### src/design/lvm_pkg.sv
// shared types and constants of the look-at view matrix block
// no dependencies
`default_nettype none
package lvm_pkg;

  localparam logic [31:0] AxisOne = 32'h4000_0000;
  localparam logic [1:0]  RowLast = 2'd2;

  typedef struct packed {
    logic [2:0][31:0] origin;
    logic [2:0][31:0] dir;
    logic [2:0][31:0] up;
    logic             dir_zero;
  } item_t;

  typedef struct packed {
    logic             start;
    logic [2:0][63:0] vec;
  } norm_req_t;

  typedef struct packed {
    logic             done;
    logic             ok;
    logic [2:0][31:0] axis;
  } norm_rsp_t;

endpackage
`default_nettype wire

### src/design/lvm_front.sv
// input side: classifies items and holds them in a two-entry queue
// depends on lvm_pkg
`default_nettype none
module lvm_front (
  input  logic              clk_i,
  input  logic              rst_ni,
  input  logic              in_valid_i,
  output logic              in_ready_o,
  input  logic [2:0][31:0]  origin_i,
  input  logic [2:0][31:0]  dir_i,
  input  logic [2:0][31:0]  up_i,
  input  logic              pop_i,
  output logic              item_valid_o,
  output lvm_pkg::item_t    item_o
);
  import lvm_pkg::*;

  item_t      mem_q [2];
  logic       wptr_q, wptr_d;
  logic       rptr_q, rptr_d;
  logic [1:0] cnt_q, cnt_d;
  logic       push;
  logic       pop;
  item_t      item_in;

  assign in_ready_o   = (cnt_q != 2'd2);
  assign item_valid_o = (cnt_q != 2'd0);
  assign item_o       = mem_q[rptr_q];
  assign push         = in_valid_i && in_ready_o;
  assign pop          = pop_i && item_valid_o;

  always_comb begin
    item_in.origin   = origin_i;
    item_in.dir      = dir_i;
    item_in.up       = up_i;
    item_in.dir_zero = ~|dir_i;
    wptr_d = push ? ~wptr_q : wptr_q;
    rptr_d = pop ? ~rptr_q : rptr_q;
    cnt_d  = cnt_q + 2'(push) - 2'(pop);
  end

  always_ff @(posedge clk_i or negedge rst_ni) begin
    if (!rst_ni) begin
      wptr_q <= 1'b0;
      rptr_q <= 1'b0;
      cnt_q  <= 2'd0;
    end else begin
      wptr_q <= wptr_d;
      rptr_q <= rptr_d;
      cnt_q  <= cnt_d;
    end
  end

  always_ff @(posedge clk_i) begin
    if (push) begin
      mem_q[wptr_q] <= item_in;
    end
  end

endmodule
`default_nettype wire

### config.mk
export PLATFORM = sky130hd
export DESIGN_NAME = lvm_front
export DESIGN_NICKNAME = d
export VERILOG_FILES = /design/src/design/lvm_pkg.sv /design/src/design/lvm_front.sv
export SDC_FILE = /design/constraint.sdc
export NUM_CORES = 1
export LEC_CHECK = 0
export BUFFER_PORTS_ARGS = -buffer_cell sky130_fd_sc_hd__buf_2
export CAP_MARGIN = 20
export CORE_AREA = 2 2 228 230
export CTS_CLUSTER_DIAMETER = 100
export DETAILED_ROUTE_END_ITERATION = 10
export DIE_AREA = 0 0 230 232
export GPL_TIMING_DRIVEN = 0
export PLACE_DENSITY = 0.73
export SLEW_MARGIN = 20
export SYNTH_ARGS = -nofsm -noshare
export SYNTH_HDL_FRONTEND = slang
export SYNTH_SLANG_ARGS = --single-unit
### constraint.sdc
create_clock -name clk_i -period 17.4 [get_ports clk_i]
set_input_delay 1.74 -clock clk_i [delete_from_list [all_inputs] [get_ports clk_i]]
set_output_delay 1.74 -clock clk_i [all_outputs]
set_load 0.1 [all_outputs]
==> metrics.md <==
| Metric | Value |
|---|---|
| Highest routed layer | met5 |
| CTS sink cnt | 582 |
| Antenna-violating nets left | 0 |
| Synthesized cell area | roughly 21000 sq um |
| Initial antenna violation count | 9 |
| Met2 wire length | 26.0 mm |
| Fin nets | 1903 |
| Syn nets | about 1200 |
| Flops & latches, synth | ~580 |
| Placed insts | approximately 2200 |
| Fin crit share | roughly 28% |
| Post-synth top area share | 82.0% |
| Vias in the first global route | between 10000 and 15000 |
| Largest net degree at the start of global routing | 54 |
| Clock Latency Late Sink | approximately 0.6 ns |
| DR WL/cell | between 20 and 25 microns |
| GP Congestion | slightly above 0.8 |
| First-pass DRT Iterations | 7 |
| Port buffer count | 582 |
| Htree depth | 2 |
| Starting density of the core | a little over two fifths |
| # fillers | 4022 |
| DR vias | about 11000 |
| Final Skew | roughly 0.0077 ns |
| Most frequent cells in the layout | 612 x buf_2, 578 x edfxtp_1, 289 x mux2_2 |
| Max Slew Vio Count | 0 |
| Final wirelength | around 49 mm |
| Postcts setup bufs | 0 |
| Non-filler cells, final | around 2300 |
| Synth Instances | 948 |
| Fmax | 206 MHz |
| First-pass GRT wire length | 71.9 mm |
| Measured slew at the worst slew-check pin | about 1.0 ns |
| Largest stage delay on the critical path | around 0.65 ns |
| Post-synthesis sequential area ratio | about 80% |
| Synthesis Warnings | 0 |
| Element type at the critical path start | flip-flop |
| CP cell instances | clkbuf_1 -> buf_2 -> buf_2 -> mux2_2 -> buf_2 |
| Relative slew slack | between 30% and 40% |
| Clock buffer depth | 3 |
| Worst-path clk slew | about 0.06 ns |
| Die ar. | approximately 53000 sq um |
| Final setup violation count | 0 |
| CP dominant cell by count | buf_2 |
| Gr usage total | between 10% and 20% |
| I/O Pins | 583 |
| Post-CTS sizing | 0 |
| Fin area | about 27000 sq um |
| GRT overflow | 0 |
| Die height | approximately 230 microns |
| Syn avg cell area | between 20 and 25 sq um |
| M1 WL | 18.1 mm |
| Crit. End Element | output pin |
| Distinct cells, synth | 20 |
| Worst path required time | 15.66 ns |
| CTS tree | done |
| Top cells by area, synth | edfxtp_1 82%, mux2_2 15%, buf_2 0.71% |
| Placed inst area | 25400 sq um |
| Detail Placement HPWL | approximately 36 mm |
| Layout cells sized above 1 | between 60% and 70% |
| Met3 WL post-DR | between 4 and 5 mm |
| Num rows | 83 |
| Num CTS Buffers | 58 |
| Minimum clock period | between 4 and 5 ns |
| Max Cap Viol | 0 |
| Root Buffer | clkbuf_16 |
| DR iter-0 viols | around 630 |
| RSZ-0062 raised after global routing | no |
| Hold_buf cts | 0 |
| Most common cell after layout, fill and taps aside | buf_2 |
| P&R area growth vs syn | 28.3% |
| Largest area contributor in the netlist | edfxtp_1 |
| Final Hold Fails | 0 |
| Area of the multi-input gates | between 3000 and 4000 sq um |
| Setup Crit Path Kind | reg2out |
| Die W | around 230 microns |
| Arr. time, crit path | roughly 3.1 ns |
| Critical-path maximum fanout | 10 |
| DRC | 0 |
| Register Area | between 15000 and 20000 sq um |
| Worst min path class | reg2reg |
| Status | complete, no violations |
| Placeable Area | 50900 sq um |
| Vias per cell | about 5 |
| Slowest cell on the critical path | clkbuf_1 |
[Yosys cell counts, drive strengths merged]
library cell,count
and2,1
and3,1
buf,30
clkbuf,2
dfrtp,4
edfxtp,578
ha,2
inv,1
mux2,289
nand2,1
nand2b,1
nand4,6
nor2,1
nor3,1
nor4,24
or2,1
or4,1
xnor2,3
xor2,1
[state kept, by name (all words and copies together) (netlist names)]
register / flops
cnt_q: 2
mem_q: 578
rptr_q: 1
wptr_q: 1
[layer usage]
layer / GRT usage (%) / vias to the layer above
met3: 5.43 / 83
met2: 32.2 / 476
li1: - / 5160
met5: 0 / -
met4: 5.99 / 6
met1: 20.5 / 5712
[worst max-delay path, delay by kind of cell, from the launching register on]
| family | cells | cell delay [ns] |
|---|---|---|
| buffers and inverters | 4 | 1.76 |
| multiplexers | 1 | 0.43 |
| flip-flops | 1 | 0.34 |
[final cells by class]
cell class | instances | share of cell area [%]
inverter | 1 | 0.0138
tap | 680 | 3.13
antenna | 6 | 0.0553
sequential | 582 | 64.2
multi-input combinational | 333 | 13.1
buffer | 32 | 0.580
clock inverter | 37 | 0.958
clock buffer | 69 | 5.57
timing repair buffer | 601 | 12.3
[path summary, 6_finish.rpt]
| check | startpoint | end | slack [ns] | cells past startpoint |
|---|---|---|---|---|
| setup / recovery | rptr_q$_DFFE_PN0P_ | item_o[196] | 12.54 | 5 |
| hold / removal | cnt_q[0]$_DFF_PN0_ | cnt_q[0]$_DFF_PN0_ | 0.52 | 1 |
| setup reg to reg | cnt_q[1]$_DFF_PN0_ | mem_q[0][192]$_DFFE_PP_ | 14.69 | 10 |
| hold reg to reg | cnt_q[0]$_DFF_PN0_ | cnt_q[0]$_DFF_PN0_ | 0.52 | 1 |
| max in group asynchronous | rst_ni | wptr_q$_DFFE_PN0N_ | 16.33 | 1 |
| min in group asynchronous | rst_ni | rptr_q$_DFFE_PN0P_ | 0.95 | 1 |
[metrics by stage]
| step | util, % | setup slack (ns) | setup TNS (ns) | hold slack [ns] |
|---|---|---|---|---|
| 4_1_cts | 53.4 | 12.25 | 0 | 0.532 |
| 2_1_floorplan | - | 2.58 | 0 | 0.461 |
| 5_1_grt | 53.4 | 12.33 | 0 | 0.568 |
| 3_5_place_dp | 49.9 | 12.90 | 0 | 0.515 |
| 6_report | 53.4 | 12.54 | 0 | 0.523 |
| 3_3_place_gp | 49.0 | -3.79 | -1082.94 | 0.478 |
[cell families after synthesis]
group                      count (synthesis)  share of synthesized area, %
DFF                                      582                          82.4
xor gates and xnor gates                   4                         0.165
buffers and inverters                     33                         0.762
adders and majority gates                  2                         0.118
muxes                                    289                          15.4
and+or+nand+nor                           38                          1.15
Power is left out: the tool's default activity adds up to more than one toggle a clock period on the data nets, which glitch-free logic cannot reach.
