===== config.mk =====
export PLATFORM = sky130hd
export DESIGN_NAME = lvm_norm
export DESIGN_NICKNAME = d
export VERILOG_FILES = /design/src/design/lvm_pkg.sv /design/src/design/lvm_norm.sv
export SDC_FILE = /design/constraint.sdc
export NUM_CORES = 2
export LEC_CHECK = 0
export BUFFER_PORTS_ARGS = -buffer_cell sky130_fd_sc_hd__clkbuf_2
export CORE_MARGIN = 8
export CORE_UTILIZATION = 25
export CTS_CLUSTER_DIAMETER = 150
export DETAILED_ROUTE_END_ITERATION = 10
export MAX_ROUTING_LAYER = met4
export PLACE_DENSITY_LB_ADDON = 0.3
export SYNTH_ARGS = -nofsm -noshare
export SYNTH_HDL_FRONTEND = slang
export SYNTH_SLANG_ARGS = --single-unit

===== constraint.sdc =====
create_clock -name clk_i -period 11.5 [get_ports clk_i]
set_input_delay 2.3 -clock clk_i [delete_from_list [all_inputs] [get_ports clk_i]]
set_output_delay 2.3 -clock clk_i [all_outputs]
set_load 0.01 [all_outputs]

===== src/design/lvm_pkg.sv =====
// shared types and constants of the look-at view matrix block
// no dependencies
`default_nettype none
package lvm_pkg;

  localparam logic [31:0] AxisOne = 32'h4000_0000;
  localparam logic [1:0]  RowLast = 2'd2;

  typedef struct packed {
    logic [2:0][31:0] origin;
    logic [2:0][31:0] dir;
    logic [2:0][31:0] up;
    logic             dir_zero;
  } item_t;

  typedef struct packed {
    logic             start;
    logic [2:0][63:0] vec;
  } norm_req_t;

  typedef struct packed {
    logic             done;
    logic             ok;
    logic [2:0][31:0] axis;
  } norm_rsp_t;

endpackage
`default_nettype wire


===== src/design/lvm_norm.sv =====
// vector normaliser: exponent scan, bit-serial square root, serial divider
// depends on lvm_pkg
`default_nettype none
module lvm_norm (
  input  logic               clk_i,
  input  logic               rst_ni,
  input  lvm_pkg::norm_req_t req_i,
  output lvm_pkg::norm_rsp_t rsp_o
);
  import lvm_pkg::*;

  typedef enum logic [2:0] {
    N_IDLE, N_SCAN, N_SHIFT, N_SQUARE, N_ROOT, N_DLOAD, N_DIV
  } nstate_e;

  nstate_e          state_q;
  logic [2:0]       neg_q;
  logic [2:0][62:0] mag_q;
  logic [62:0]      or_q;
  logic [5:0]       bl_q;
  logic [4:0]       cnt_q;
  logic [1:0]       comp_q;
  logic [63:0]      sum_q;
  logic [63:0]      x_q;
  logic [63:0]      r_q;
  logic [63:0]      rbit_q;
  logic [32:0]      len_q;
  logic [33:0]      rem_q;
  logic [31:0]      lo_q;
  logic [31:0]      quo_q;
  logic [2:0][31:0] axis_q;
  logic             done_q;
  logic             ok_q;

  logic [2:0][62:0] mag_w;
  logic [62:0]      or_w;
  logic [6:0]       cand;
  logic             hit;
  logic [2:0][27:0] m28;
  logic [55:0]      sq;
  logic [63:0]      sum_w;
  logic [63:0]      rb;
  logic             rge;
  logic [63:0]      x_next;
  logic [63:0]      r_next;
  logic [61:0]      num_w;
  logic [34:0]      trial;
  logic             ge;
  logic [33:0]      rem_next;
  logic [31:0]      quo_next;
  logic [31:0]      q_clamp;
  logic [31:0]      axis_w;

  assign rsp_o.done = done_q;
  assign rsp_o.ok   = ok_q;
  assign rsp_o.axis = axis_q;

  always_comb begin
    for (int i = 0; i < 3; i++) begin
      mag_w[i] = req_i.vec[i][63] ? 63'(-req_i.vec[i]) : req_i.vec[i][62:0];
      if (bl_q >= 6'd28) begin
        m28[i] = 28'(mag_q[i] >> (bl_q - 6'd27));
      end else begin
        m28[i] = 28'(mag_q[i] << (6'd27 - bl_q));
      end
    end
    or_w  = mag_w[0] | mag_w[1] | mag_w[2];
    cand  = {1'b0, bl_q} + (7'd32 >> cnt_q[2:0]);
    hit   = |(or_q >> cand);
    sq    = mag_q[comp_q][27:0] * mag_q[comp_q][27:0];
    sum_w = sum_q + 64'(sq);
    rb    = r_q + rbit_q;
    rge   = (x_q >= rb);
    x_next = rge ? (x_q - rb) : x_q;
    r_next = rge ? ((r_q >> 1) + rbit_q) : (r_q >> 1);
    num_w = 62'({mag_q[comp_q][27:0], 33'd0}) + 62'(len_q >> 1);
    trial = {rem_q, lo_q[31]};
    ge    = (trial >= {2'b00, len_q});
    rem_next = ge ? 34'(trial - {2'b00, len_q}) : trial[33:0];
    quo_next = {quo_q[30:0], ge};
    q_clamp  = (quo_next > AxisOne) ? AxisOne : quo_next;
    axis_w   = neg_q[comp_q] ? (~q_clamp + 32'd1) : q_clamp;
  end

  always_ff @(posedge clk_i or negedge rst_ni) begin
    if (!rst_ni) begin
      state_q <= N_IDLE;
      neg_q   <= '0;
      mag_q   <= '0;
      or_q    <= '0;
      bl_q    <= '0;
      cnt_q   <= '0;
      comp_q  <= '0;
      sum_q   <= '0;
      x_q     <= '0;
      r_q     <= '0;
      rbit_q  <= '0;
      len_q   <= '0;
      rem_q   <= '0;
      lo_q    <= '0;
      quo_q   <= '0;
      axis_q  <= '0;
      done_q  <= 1'b0;
      ok_q    <= 1'b0;
    end else begin
      done_q <= 1'b0;
      case (state_q)
        N_IDLE: begin
          if (req_i.start) begin
            for (int i = 0; i < 3; i++) begin
              neg_q[i] <= req_i.vec[i][63];
            end
            mag_q <= mag_w;
            or_q  <= or_w;
            bl_q  <= '0;
            cnt_q <= '0;
            if (or_w == '0) begin
              done_q <= 1'b1;
              ok_q   <= 1'b0;
            end else begin
              state_q <= N_SCAN;
            end
          end
        end
        N_SCAN: begin
          if (hit) begin
            bl_q <= cand[5:0];
          end
          cnt_q <= cnt_q + 5'd1;
          if (cnt_q == 5'd5) begin
            state_q <= N_SHIFT;
          end
        end
        N_SHIFT: begin
          for (int i = 0; i < 3; i++) begin
            mag_q[i] <= 63'(m28[i]);
          end
          comp_q  <= '0;
          sum_q   <= '0;
          state_q <= N_SQUARE;
        end
        N_SQUARE: begin
          sum_q  <= sum_w;
          comp_q <= comp_q + 2'd1;
          if (comp_q == 2'd2) begin
            x_q     <= sum_w << 6;
            r_q     <= '0;
            rbit_q  <= 64'h4000_0000_0000_0000;
            cnt_q   <= '0;
            comp_q  <= '0;
            state_q <= N_ROOT;
          end
        end
        N_ROOT: begin
          x_q    <= x_next;
          r_q    <= r_next;
          rbit_q <= rbit_q >> 2;
          cnt_q  <= cnt_q + 5'd1;
          if (cnt_q == 5'd31) begin
            len_q   <= r_next[32:0];
            state_q <= N_DLOAD;
          end
        end
        N_DLOAD: begin
          rem_q   <= 34'(num_w[61:32]);
          lo_q    <= num_w[31:0];
          quo_q   <= '0;
          cnt_q   <= '0;
          state_q <= N_DIV;
        end
        N_DIV: begin
          rem_q <= rem_next;
          lo_q  <= lo_q << 1;
          quo_q <= quo_next;
          cnt_q <= cnt_q + 5'd1;
          if (cnt_q == 5'd31) begin
            axis_q[comp_q] <= axis_w;
            if (comp_q == 2'd2) begin
              done_q  <= 1'b1;
              ok_q    <= 1'b1;
              state_q <= N_IDLE;
            end else begin
              comp_q  <= comp_q + 2'd1;
              state_q <= N_DLOAD;
            end
          end
        end
        default: begin
          state_q <= N_IDLE;
        end
      endcase
    end
  end

endmodule
`default_nettype wire


==> results.md <==
- Root buffer cell: clkbuf_16
- Setup TNS after final layout: 0 ns
- Full die area: 353200 um2
- Critical path class: register to register
- P&R area growth vs syn: 11.53%
- Number of antenna violations at the first check in global routing: 37
- Post-DRT Antenna Nets: 0
- Post-CTS resize count: 0
- Max-slew violation count: 0
- Clock buffer depth: 3
- Primary FF master, synth: dfrtp_1
- Normalized max-slew margin: between 4 and 5%
- Async SR Flop Fraction: 100.0%
- Worst setup path endpoint: x_q[49]
- Starting Density: 25.10%
- Number of top-level pins: 293
- CTS buffer count: 90
- Final Hold Viols: 0
- Reg-to-reg endpoint: x_q[49]
- Reg2Reg Setup Slack: 0.45 ns
- Crit-path max FO: 17
- Chip width: 594.3 um
- Fmax: 90.49 MHz
- Crit-path slowest cell: a22oi_1
- Average instance area after synthesis: 8.252 um2
- Syn Inst Count: 10130
- Most common cell after layout, fill and taps aside: nand2_1
- Max incr delay on CP: 0.91 ns
- Post-synthesis sequential area ratio: 21.46%
- Minimum clock period: 11.05 ns
- Number of port buffers: 292
- DRT Pass-1 Iters: 7
- Synth cell types: 90
- Commonest cells after routing, fill and taps aside: 1597 x nand2_1, 1054 x inv_1, 761 x o21ai_0, 760 x nor2_1, 713 x dfrtp_1
- Clock Latency Late Sink: 0.78 ns
- Vias: a little under 80000
- Hold buffer count at cts: 0
- Core Area: 333200 um2
- Post-synth EDFFs: 0
- DR WL/cell: about 24 um
- GRT Total Usage: 19.46%
- Slew @ Worst Pin: 1.422 ns
- R2R cell count: 32
- Clock slew at reported path FFs: roughly 0.070 ns
- Proportion of layout cells with a drive suffix above 1: 10.02%
- Vias in the first global route: roughly 76000
- Largest net degree at the start of global routing: 201
- Drt total wl: approximately 350000 um
- R2R Path Start: comp_q[1]
- DRT iter0 DRCs: 7933
- Run status: complete, no violations
- Max-cap violations: 0
- Flop and latch count out of synthesis: a little over 700
- Routability congestion estimate: about 1
- H-tree depth: 3
- CTS tree: done
- Register Area: 17950 um2
- Routed vias/inst: roughly 5.3
- Critical path startpoint category: register
- Skew final: ~0.076 ns
- Post-DP HPWL: 270000 um
- Multi-input gate area: 59630 um2
- Hold path depth: 2
- Tightest Hold Check Type: register to register
- Drt drc: 0
- Clock sinks: 717
- Worst path most repeated cell: fa_1
- Final setup fails: 0
- Nets@finish: 11320
- Post-CTS Setup Bufs: 0
- Rows: 212
- Die height: between 500 and 600 um
- Ys Warns: 0
- CP arrival: around 12 ns
- First-pass GRT wire length: 513500 um
- Unrepaired setup endpoints after global routing: no
- Post-synth net total: 11390
- Grt ovf: 0
- Final period util: 96.09%
- Req. time, crit path: 12.09 ns
- Mapped cell area: 83620 um2
- Fill cells: 36230
- Critical Path Sink Type: register
- Crit path from: comp_q[1]
## layout make-up
class / instances / area share [%]
Sequential cell: 717 / 19.25
Tap cell: 4387 / 5.885
Timing Repair Buffer: 467 / 3.107
Inverter: 1069 / 4.302
Clock buffer: 119 / 2.714
Clock inverter: 47 / 0.7164
Multi-Input combinational cell: 7716 / 63.93
Antenna cell: 35 / 0.09391
## worst min path at each step
stage / from / to / slack (ns)
2_1_floorplan: neg_q[2] / neg_q[2] / 0.45
3_3_place_gp: rsp_o[5] / rsp_o[5] / 0.46
3_5_place_dp: rsp_o[9] / rsp_o[9] / 0.47
4_1_cts: rsp_o[9] / rsp_o[9] / 0.48
5_1_grt: rsp_o[3] / rsp_o[3] / 0.51
6_report: rsp_o[7] / rsp_o[7] / 0.48
## metal layers
layer	up-vias	part of all wire, %	global-route usage, %	routed length [um]
li1	34790	-	-	-
met1	38540	43	25.28	148500
met2	2937	45	29.74	154900
met3	655	7.3	3.304	25140
met4	0	5.0	8.655	17120
met5	-	0	-	0
## cells in the mapped netlist, drive strengths merged, types with 73 or more instances
master | instances | area [um2]
a211oi | 100 | 750.7
a21o | 136 | 1021
a21oi | 527 | 2638
a31oi | 152 | 950.9
and3 | 75 | 469.2
buf | 116 | 456.7
clkbuf | 515 | 1934
dfrtp | 717 | 17940
fa | 656 | 13130
ha | 407 | 5092
inv | 1056 | 3964
mux2 | 98 | 1104
mux2i | 266 | 2663
mux4 | 175 | 3941
nand2 | 1603 | 6017
nand3 | 247 | 1236
nor2 | 770 | 2890
nor3 | 110 | 560.5
o211ai | 86 | 645.6
o21ai | 765 | 3829
o22ai | 77 | 481.7
o31ai | 85 | 638.1
o41ai | 73 | 665.7
xnor2 | 178 | 1559
xor2 | 297 | 2601
## cells by family (layout without fill, tap and decap cells)
kind of cell             Yosys count  after routing  share of synthesized area, %
other                              0             35                             0
XOR/XNOR                         475            475                         4.975
flip-flops                       717            717                         21.46
multiplexers                     539            539                         9.217
AO/OA/AOI/OAI                   2442           2442                         18.42
AND/OR/NAND/NOR                 3197           3197                         16.48
buffers and inverters           1700           1702                         7.658
adder cells (fa/ha/maj)         1063           1063                         21.79
## flip-flops by register name, indices dropped and copies added (netlist names), 2 cells and up
signal	count
quo_q	31
rem_q	34
mag_q	189
state_q	3
lo_q	32
bl_q	6
neg_q	3
sum_q	58
rbit_q	32
x_q	64
rsp_o	96
len_q	33
r_q	64
or_q	63
cnt_q	5
comp_q	2
## critical path: cells and delay by family (launching register included)
family | cells | cell delay (ns)
flops | 1 | 0.67
buf+inv | 9 | 1.53
xor+xnor | 1 | 0.18
fa+ha+maj | 9 | 4.22
simple gates | 4 | 0.89
mux | 1 | 0.29
compound gates | 8 | 3.10
## per-stage QoR
stage | hold slack, ns | cells | setup WS (ns) | utilization, % | area (um2)
floorplan | 0.4460 | 10130 | 2.107 | - | 83620
global placement | 0.4601 | 14360 | 0.7401 | 27.01 | 89980
detailed placement | 0.4689 | 14360 | 0.7498 | 27.01 | 89980
CTS | 0.4832 | 14520 | 0.7109 | 27.97 | 93180
global route | 0.5062 | 14550 | 0.04695 | 27.98 | 93230
finish | 0.4811 | 14560 | 0.4492 | 27.99 | 93260
Power is left out: the tool's default activity adds up to more than one toggle a clock period on the data nets, which glitch-free logic cannot reach.
